<file path="config.mk">
export PLATFORM = sky130hd
export DESIGN_NAME = dcwb_classify
export DESIGN_NICKNAME = d
export VERILOG_FILES = /design/src/sv/data_cache_with_backing_store_top_macros.svh /design/src/sv/dcwb_pkg.sv /design/src/sv/dcwb_classify.sv
export SDC_FILE = /design/constraint.sdc
export NUM_CORES = 1
export LEC_CHECK = 0
export BUFFER_PORTS_ARGS = -buffer_cell sky130_fd_sc_hd__buf_2
export CAP_MARGIN = 20
export CORE_UTILIZATION = 33
export DETAILED_ROUTE_END_ITERATION = 8
export PLACE_DENSITY_LB_ADDON = 0.1
export SYNTH_ARGS = -nofsm -noshare
export SYNTH_HDL_FRONTEND = slang
export SYNTH_SLANG_ARGS = --single-unit
</file>
<file path="constraint.sdc">
create_clock -name vclk -period 10.4
set_input_delay 1.04 -clock vclk [all_inputs]
set_output_delay 1.04 -clock vclk [all_outputs]
set_load 0.02 [all_outputs]
</file>
<file path="src/sv/data_cache_with_backing_store_top_macros.svh">
// Assertion macros for the data cache top level.
`ifndef DATA_CACHE_WITH_BACKING_STORE_TOP_MACROS_SVH
`define DATA_CACHE_WITH_BACKING_STORE_TOP_MACROS_SVH

// Same-cycle implication, checked on clk, off during rst.
`define DCWB_ASSERT_IMP(name, ante, cons, msg) \
  name: assert property (@(posedge clk) disable iff (rst) (ante) |-> (cons)) else $error(msg);

// Next-cycle implication, checked on clk, off during rst.
`define DCWB_ASSERT_NXT(name, ante, cons, msg) \
  name: assert property (@(posedge clk) disable iff (rst) (ante) |=> (cons)) else $error(msg);

`endif

</file>
<file path="src/sv/dcwb_pkg.sv">
// Shared types and constants of the data cache.
package dcwb_pkg;

  localparam int BLOCK_BYTES_DEF  = 16;
  localparam int SET_COUNT_DEF    = 64;
  localparam int WAY_COUNT_DEF    = 2;
  localparam int MEMORY_BYTES_DEF = 65536;

  localparam int IN_TDATA_W  = 72;
  localparam int OUT_TDATA_W = 40;

  localparam logic [7:0]  FILL_BYTE     = 8'h23;
  localparam logic [31:0] PHYS_BASE_RST = 32'h8000_0000;
  localparam logic [31:0] DEV_BASE_RST  = 32'hA000_0000;
  localparam logic [31:0] DEV_SIZE_RST  = 32'd4096;

  localparam logic [1:0] REGION_PHYS    = 2'd0;
  localparam logic [1:0] REGION_DEV     = 2'd1;
  localparam logic [1:0] REGION_INVALID = 2'd2;

  localparam logic [1:0] CFG_PHYS_BASE = 2'd0;
  localparam logic [1:0] CFG_DEV_BASE  = 2'd1;
  localparam logic [1:0] CFG_DEV_SIZE  = 2'd2;

  typedef enum logic [1:0] {
    ACT_LOAD    = 2'd0,
    ACT_STORE   = 2'd1,
    ACT_PRELOAD = 2'd2,
    ACT_NONE    = 2'd3
  } action_t;

  typedef enum logic [3:0] {
    ST_CLEAR,
    ST_IDLE,
    ST_PRELOAD,
    ST_TAG_READ,
    ST_TAG_CHECK,
    ST_WRITEBACK,
    ST_FILL,
    ST_ACCESS,
    ST_DONE
  } state_t;

endpackage

</file>
<file path="src/sv/dcwb_classify.sv">
// Address classifier: physical memory, device window or invalid.
module dcwb_classify #(
  parameter int MEMORY_BYTES = dcwb_pkg::MEMORY_BYTES_DEF
) (
  input  logic [31:0] addr,
  input  logic [31:0] physical_base,
  input  logic [31:0] device_base,
  input  logic [31:0] device_size,
  output logic [1:0]  region
);

  logic [32:0] phys_end;
  logic [32:0] dev_end;

  // bounds in 33 bits, no wrap
  assign phys_end = {1'b0, physical_base} + 33'(MEMORY_BYTES);
  assign dev_end  = {1'b0, device_base} + {1'b0, device_size};

  always_comb begin
    if (addr == device_base) begin
      region = dcwb_pkg::REGION_DEV;
    end else if (addr >= physical_base && {1'b0, addr} < phys_end) begin
      region = dcwb_pkg::REGION_PHYS;
    end else if (addr >= device_base && {1'b0, addr} < dev_end) begin
      region = dcwb_pkg::REGION_DEV;
    end else begin
      region = dcwb_pkg::REGION_INVALID;
    end
  end

endmodule

</file>
== After elaboration in Yosys (flattened, before gate mapping) ==
Index checks and enable logic that the tools add are counted.
Storage, ports and cells
  bits in read-only memories: 0
  flip-flop bits (word level): 0
  memories: 0
  input port bits: 128
  logic and storage cells: 12
  latch bits: 0
  output and inout bits: 2
  RAM bits: 0
Cells by class
  bitwise operators: 0
  shift operators: 0
  reduce and logical (&&, ||, !) cells: 2
  divide/modulo/power cells: 0
  $mul: 0
  mux-type cells: 3
  $lt $le $gt $ge: 4
  add/sub/neg operators: 2
  equality and inequality tests: 1
Operators by type and width (number)
  $lt 32x33->1: 2
  $ge 32x32->1: 2
  $add 32x17->33 const B: 1
  $add 32x32->33: 1
  $eq 32x32->1: 1
  $mux 2: 3
  $logic_and 1x1->1: 2

== Logic depth before layout (Yosys ltp) ==
Gate-level depths: netlist of the first run.
  word-level depth: 6
  mapped depth: 21
  depth with buffers taken out: 21

== Worst setup path before layout of the first run ==
Ideal clock, no wire load.
  path kind: input -> output
  from: input device_base[0]
  to: output region[0]
  path slack: 4.841 ns
  required time: 9.360 ns
  arrival time: 4.519 ns
  buffers on the path: 0
  cell stages on the path: 21
  cell sequence: ha_1 fa_1 a21o_1 nand4_1 a21o_1 o211a_2 o21bai_1 a21o_1 nand2_1 nand2b_1 xnor2_1 ha_1 a21oi_1 nor2b_1 o21ai_0 o21ai_0 o21a_1 a311oi_1 o21ai_1 a32o_1 o21ai_1
On the way
  longest elaborated chain between the ends: 6
  elaborated cells between the ends (all ways): 8
  those cells by class: 1 x add/sub; 2 x order compare; 1 x eq/ne; 3 x mux; 1 x reduce/logical
RTL lines
  start, declared: RTL line dcwb_classify.sv:7  | input logic [31:0] device_base,
  $add 32x32->33: RTL line dcwb_classify.sv:17  | assign dev_end = {1'b0, device_base} + {1'b0, device_size};
  $lt 32x33->1: RTL line dcwb_classify.sv:24  | end else if (addr >= device_base && {1'b0, addr} < dev_end) begin
  $logic_and 1x1->1: RTL line dcwb_classify.sv:24
  $mux 2: RTL line dcwb_classify.sv:24
  $mux 2: RTL line dcwb_classify.sv:22  | end else if (addr >= physical_base && {1'b0, addr} < phys_end) begin
  $mux 2 *: RTL line dcwb_classify.sv:20  | if (addr == device_base) begin
  end, declared: RTL line dcwb_classify.sv:9  | output logic [1:0] region
Mark *: on every way between the ends. The rest lies on a longest branch, timed or not.

== Worst setup path in the final report of the first run ==
Same ends and word-level chain as after synthesis.

==> results of run 1 <==
metrics by stage:
step / area, um2 / util, % / worst slack, ns / total power, uW / std cells
2_1_floorplan: 4420 / - / 4.84 / 196 / 592
5_1_grt: 5280 / 41.2 / 3.93 / 327 / 892
4_1_cts: 5280 / 41.2 / 4.25 / 286 / 892
6_report: 5280 / 41.2 / 4.25 / 284 / 892
3_5_place_dp: 5280 / 41.2 / 4.27 / 284 / 892
3_3_place_gp: 5280 / 41.2 / 4.39 / 278 / 892
synth_stat cells, types with 11 or more instances:
| cell type | instances | area, um2 |
|---|---|---|
| ha_1 | 144 | 1800 |
| nor2b_1 | 11 | 68.8 |
| a21oi_1 | 62 | 310 |
| a21o_1 | 39 | 293 |
| xnor2_1 | 30 | 263 |
| o21ai_0 | 27 | 135 |
| nand2_1 | 28 | 105 |
| nor2_1 | 21 | 78.8 |
| nand3_1 | 19 | 95.1 |
| nand4_1 | 24 | 150 |
| inv_1 | 76 | 285 |
| nand2b_1 | 11 | 68.8 |
how the worst max path moves through the flow:
stage / startpoint / endpoint / slack, ns / depth (start not counted)
after detailed placement: device_base[0] / region[0] / 4.27 / 23
after global routing: device_base[0] / region[0] / 3.93 / 23
after CTS: device_base[0] / region[0] / 4.25 / 23
after floorplan: device_base[0] / region[0] / 4.84 / 21
final: device_base[0] / region[0] / 4.25 / 23
after global placement: device_base[0] / region[1] / 4.39 / 23
area by class of cell:
type | instances | area (um2)
inverters | 76 | 285
fillers | 1399 | 7540
multi-input cells | 514 | 4130
well taps | 172 | 215
repair buffers | 130 | 651
per-layer routing:
metal / vias to the layer above / global-route usage, %
met5: - / 0
met4: 0 / 1.44
met3: 8 / 0.581
met2: 92 / 34.7
met1: 2084 / 25.1
li1: 2451 / -
logic make-up after synthesis:
group	after synthesis
fa+ha+maj	145
buf+inv	78
simple gates	139
xor+xnor	40
compound gates	190
where the power goes:
group	switching, uW	leakage (uW)	total [uW]	internal, uW
clock network	0	0	0	0
registers	0	0	0	0
logic	154	0.00292	284	130
total	154	0.00292	284	130
==> results.toml, run 1 <==
[sta]
relSlewSlack_pct = 56.3
hold_violations = 0
hold_ws_ns = 2.75
fin_crit_ns = 6.15
timing.fmax_ghz = 0.163
setup_violations = 0
setup-tns-final_ns = 0
slew_viol_final = 0
max_slew.worst_pin.slew_ns = 0.649
fin_crit_sh_pct = 59.1
rsz0062_at_grt = "false"

[routing]
first_pass_iters = 4
topRoutingLayerUsed = "met4"
ant_nets = 0
wl_per_cell_um = 14.9
via_per_inst = 5.20
drt_iter0_drc = 155
m1WireLength_um = 6280
finalWirelength_um = 13300
drc = 0
route.met2.wl_um = 6350
vias = 4635
route.met3.wl_um = 523

[synth]
yosys.area_share.simple_pct = 16.6
netlist_area_mm2 = 0.00442
syn_inst = 592
synth_area_per_cell_um2 = 7.47
syn_nets = 865
yosys.area_share.xor_xnor_pct = 7.92
seq_area_frac_synth_pct = 0
synth_top_family_by_area = "adder cells"
synth_mux_area_share_pct = 0
synth-adder-area-share_pct = 41.2
synth-compound-area-share_pct = 27.7
ys_types = 53
yosysWarnings = 0

[grt]
grt_pass1_wl_um = 21700
grt_pass1_vias = 4640
grt_max_degree = 9
antenna_found_initial = 0
grt_remaining_overflow = 0
track_usage_pct = 18.9

[cells_and_area]
clock_buffers = 0
syn2layout_area_growth_pct = 19.4
nNetsFinal = 995
regArea_um2 = 0
antenna_cells = 0
layout_commonest_cell = "ha_1"
layout-drive-gt1-share_pct = 19.4
design.seq.count = 0
layout_common_cells = "ha_1, buf_2, inv_1"

[placed_design]
port_buffers = 130
dpl.hpwl_um = 12100
gp_congestion = 0.832

[floorplanning]
dieArea_mm2 = 0.0139
die_y_um = 118
core_mm2 = 0.0128
start_util_pct = 34.5
pin_count = 130
num_rows = 41
die_w_um = 118

[critical_path]
critPathArrivalTime_ns = 5.11
crit_slowest_cell = "fa_1"
path_buf_inv = 2
critPathTopFamily = "compound AO/OA/AOI/OAI gates"
crit_top_cell = "a21o_1"
cp_cell_sequence = "buf_2 -> ha_1 -> fa_1 -> a21o_1 -> nand4_1 -> a21o_1 -> o211a_2 -> o21bai_1 -> a21o_1 -> nand2_1 -> nand2b_1 -> xnor2_1 -> ha_1 -> a21oi_1 -> nor2b_1 -> o21ai_0 -> o21ai_0 -> o21a_1 -> a311oi_1 -> o21ai_1 -> a32o_1 -> o21ai_1 -> buf_2"
crit_type = "input pin to output pin"
worstSetupEndpointType = "output pin"
crit_required_ns = 9.36
cp_max_fo = 4
slowest_delay_ns = 0.41
critPathLaunchType = "input pin"

[pwr]
p_leak_uw = 0.00292
irDropWorstVdd_v = 0.0000206
power-per-cell-area_mw_per_mm2 = 53.8

[min_path]
hp-start = "addr[31]"
min_path_type = "input pin to output pin"
min_to = "region[1]"
hold_depth = 5

[job]
maxCapViolations = 0

[clocking]
cts_hold_buffers = 0
cts_setup_buffers = 0
post_cts_resized = 0

[status]
outcome = "completed"
(Power assumes the default switching activity.)
==> run 2, diff against run 1 <==
Clock period 10.4 ns to 6.05 ns, I/O delays scaled along.
==> results.toml, run 2 (synthesis results as in run 1) <==
[grt]
grt_max_degree = 9
grt_remaining_overflow = 0
grt_pass1_wl_um = 21900
antenna_found_initial = 0
track_usage_pct = 19.0
grt_pass1_vias = 4697

[pwr]
power-per-cell-area_mw_per_mm2 = 92.5
irDropWorstVdd_v = 0.0000368
p_leak_uw = 0.00292

[critical_path]
crit_type = "input pin to output pin"
worstSetupEndpointType = "output pin"
crit_slowest_cell = "fa_1"
crit_required_ns = 5.44
crit_top_cell = "a21o_1"
critPathTopFamily = "compound AO/OA/AOI/OAI gates"
critPathArrivalTime_ns = 4.67
cp_cell_sequence = "buf_2 -> ha_1 -> fa_1 -> a21o_1 -> nand4_1 -> a21o_1 -> o211a_2 -> o21bai_1 -> a21o_1 -> nand2_1 -> nand2b_1 -> xnor2_1 -> ha_1 -> a21oi_1 -> nor2b_1 -> o21ai_0 -> o21ai_0 -> o21a_1 -> a311oi_1 -> o21ai_1 -> a32o_1 -> o21ai_1 -> buf_2"
cp_max_fo = 4
critPathLaunchType = "input pin"
path_buf_inv = 2
slowest_delay_ns = 0.40

[floorplanning]
die_w_um = 118
die_y_um = 118
pin_count = 130
dieArea_mm2 = 0.0139
num_rows = 41
start_util_pct = 34.5
core_mm2 = 0.0128

[cells_and_area]
post-route-util_pct = 41.2
layout_common_cells = "ha_1, buf_2, inv_1"
regArea_um2 = 0
fin_area_mm2 = 0.00528
antenna_cells = 0
clock_buffers = 0
layout-drive-gt1-share_pct = 19.4
design.seq.count = 0
layout_commonest_cell = "ha_1"
nNetsFinal = 995
syn2layout_area_growth_pct = 19.4

[sta]
fin_crit_sh_pct = 87.2
setup-tns-final_ns = 0
hold_violations = 0
fin_crit_ns = 5.28
timing.fmax_ghz = 0.190
slew_viol_final = 0
relSlewSlack_pct = 60.2
setup_violations = 0
max_slew.worst_pin.slew_ns = 0.591
rsz0062_at_grt = "false"

[routing]
drc = 0
drt_iter0_drc = 189
finalWirelength_um = 13200
first_pass_iters = 5
vias = 4644
wl_per_cell_um = 14.9
via_per_inst = 5.21
ant_nets = 0

[clocking]
post_cts_resized = 0
cts_setup_buffers = 0
cts_hold_buffers = 0

[placed_design]
dpl.hpwl_um = 12100
placed_area_mm2 = 0.00528
port_buffers = 130
gp_congestion = 0.832

[min_path]
min_path_type = "input pin to output pin"

[status]
outcome = "completed"

[job]
maxCapViolations = 0
[run 2: path summary, 6_finish.rpt]
check	to	cells past startpoint	slack [ns]	startpoint
setup / recovery	region[0]	23	0.77	device_base[0]
hold / removal	region[1]	5	1.88	addr[31]
[run 2: metrics by stage]
stage | power [uW] | setup WS, ns | hold WS, ns | instances
after CTS | 492 | 0.794 | 1.89 | 892
after floorplan | 336 | 1.36 | 1.59 | 592
after global routing | 562 | 0.464 | 1.93 | 892
final | 489 | 0.774 | 1.88 | 892
after detailed placement | 488 | 0.815 | 1.89 | 892
after global placement | 478 | 0.912 | 1.89 | 892
[run 2: area by class of cell]
type,instances,area (um2)
Multi-Input combinational cell,514,4130
Fill cell,1389,7540
Inverter,76,285
Timing Repair Buffer,130,651
Tap cell,172,215
[run 2: where the power goes]
part,internal (uW),total (uW),leakage (uW),switching (uW)
sequential,0,0,0,0
combinational,223,489,0.00292,265
clock,0,0,0,0
[run 2: tightest hold or removal path, delay by kind of cell]
kind                       cells  cell delay [ns]
AOI/OAI and AO/OA              1             0.18
adders and majority gates      1             0.15
and+or+nand+nor                1             0.05
buffers and inverters          2             0.28
[run 2: routing by layer]
metal	GRT usage (%)	wire length, um	up-vias
li1	-	-	2450
met2	34.5	6320	104
met4	1.52	93	0
met1	25.4	6460	2084
met5	0	0	-
met3	0.775	375	6
==> run 3, diff against run 2 <==
==> constraint.sdc (replaced) <==
create_clock -name vclk -period 6.05
set_input_delay 0.605 -clock vclk [all_inputs]
set_output_delay 0.605 -clock vclk [all_outputs]
set_load 0.005 [all_outputs]
==> results.toml, run 3 (synthesis results as in run 1) <==
[status]
outcome = "completed"

[cells_and_area]
fin_area_mm2 = 0.00528
layout_commonest_cell = "ha_1"
syn2layout_area_growth_pct = 19.4
nNetsFinal = 995
layout-drive-gt1-share_pct = 19.4
antenna_cells = 0
regArea_um2 = 0
design.seq.count = 0
layout_common_cells = "ha_1, buf_2, inv_1"
clock_buffers = 0
final_cells = 892

[sta]
relSlewSlack_pct = 59.2
setup-tns-final_ns = 0
timing.fmax_ghz = 0.192
max_slew.worst_pin.slew_ns = 0.606
fin_crit_sh_pct = 86.0
slew_viol_final = 0
setup_violations = 0
hold_violations = 0
fin_crit_ns = 5.20
rsz0062_at_grt = "false"

[critical_path]
critPathArrivalTime_ns = 4.60
crit_top_cell = "a21o_1"
cp_cell_sequence = "buf_2 -> ha_1 -> fa_1 -> a21o_1 -> nand4_1 -> a21o_1 -> o211a_2 -> o21bai_1 -> a21o_1 -> nand2_1 -> nand2b_1 -> xnor2_1 -> ha_1 -> a21oi_1 -> nor2b_1 -> o21ai_0 -> o21ai_0 -> o21a_1 -> a311oi_1 -> o21ai_1 -> a32o_1 -> nor3b_1 -> buf_2"
crit_slowest_cell = "fa_1"
crit_required_ns = 5.44
worstSetupStartpoint = "device_base[0]"
worstSetupEndpointType = "output pin"
cp_max_fo = 4
slowest_delay_ns = 0.41
critPathLaunchType = "input pin"
crit_type = "input pin to output pin"

[pwr]
p_leak_uw = 0.00292
irDropWorstVdd_v = 0.0000314
power-per-cell-area_mw_per_mm2 = 91.8

[grt]
grt_pass1_wl_um = 21900
top_usage_layer = "met2"
grtUsageMet2_pct = 34.1
met3_usage_pct = 1.02
met1_usage_pct = 25.3
track_usage_pct = 19.0
grt_remaining_overflow = 0
grt_pass1_vias = 4649
antenna_found_initial = 0
grt_max_degree = 9

[floorplanning]
pin_count = 130
die_y_um = 118
core_mm2 = 0.0128
die_w_um = 118
dieArea_mm2 = 0.0139
start_util_pct = 34.5
num_rows = 41

[placed_design]
dpl.hpwl_um = 12100
port_buffers = 130
placed_area_mm2 = 0.00528
place_inst = 892
gp_congestion = 0.832

[routing]
via_per_inst = 5.21
wl_per_cell_um = 14.9
vias = 4644
drc = 0
ant_nets = 0
finalWirelength_um = 13300
first_pass_iters = 4
drt_iter0_drc = 143

[min_path]
min_path_type = "input pin to output pin"
hp-start = "addr[31]"

[clocking]
post_cts_resized = 0
cts_hold_buffers = 0
cts_setup_buffers = 0

[job]
maxCapViolations = 0
-- run 3: routing by layer --
metal / vias to the layer above / share of wire (%)
met3: 12 / 3.8
met2: 111 / 46
li1: 2464 / -
met1: 2057 / 48
met4: 0 / 1.3
met5: - / 0
-- run 3: critical path, delay by kind of cell --
kind                     cells  cell delay (ns)
adder cells (fa/ha/maj)      3             0.92
buffers and inverters        2             0.23
AND/OR/NAND/NOR              5             0.46
XOR/XNOR                     1             0.12
AO/OA/AOI/OAI               12             2.25
-- run 3: path summary, 6_finish.rpt --
kind	endpoint	slack (ns)	cells past startpoint
worst max-delay path	region[1]	0.85	23
worst min-delay path	region[1]	1.85	5
-- run 3: stage by stage --
step,worst slack [ns],hold slack [ns],power [uW],utilization [%]
final,0.845,1.85,485,41.2
after global routing,0.528,1.88,559,41.2
after CTS,0.866,1.86,488,41.2
after detailed placement,0.887,1.85,485,41.2
after global placement,0.947,1.86,474,41.2
after floorplan,1.55,1.54,333,-
-- run 3: report_power, final --
group | switching (uW) | internal, uW | total [uW]
clock network | 0 | 0 | 0
registers | 0 | 0 | 0
logic | 261 | 223 | 485
total | 261 | 223 | 485
-- run 3: layout make-up --
type / count / area, um2
fill: 1407 / 7540
multi-input combinational: 514 / 4130
timing repair buffer: 130 / 651
inverter: 76 / 285
tap: 172 / 215
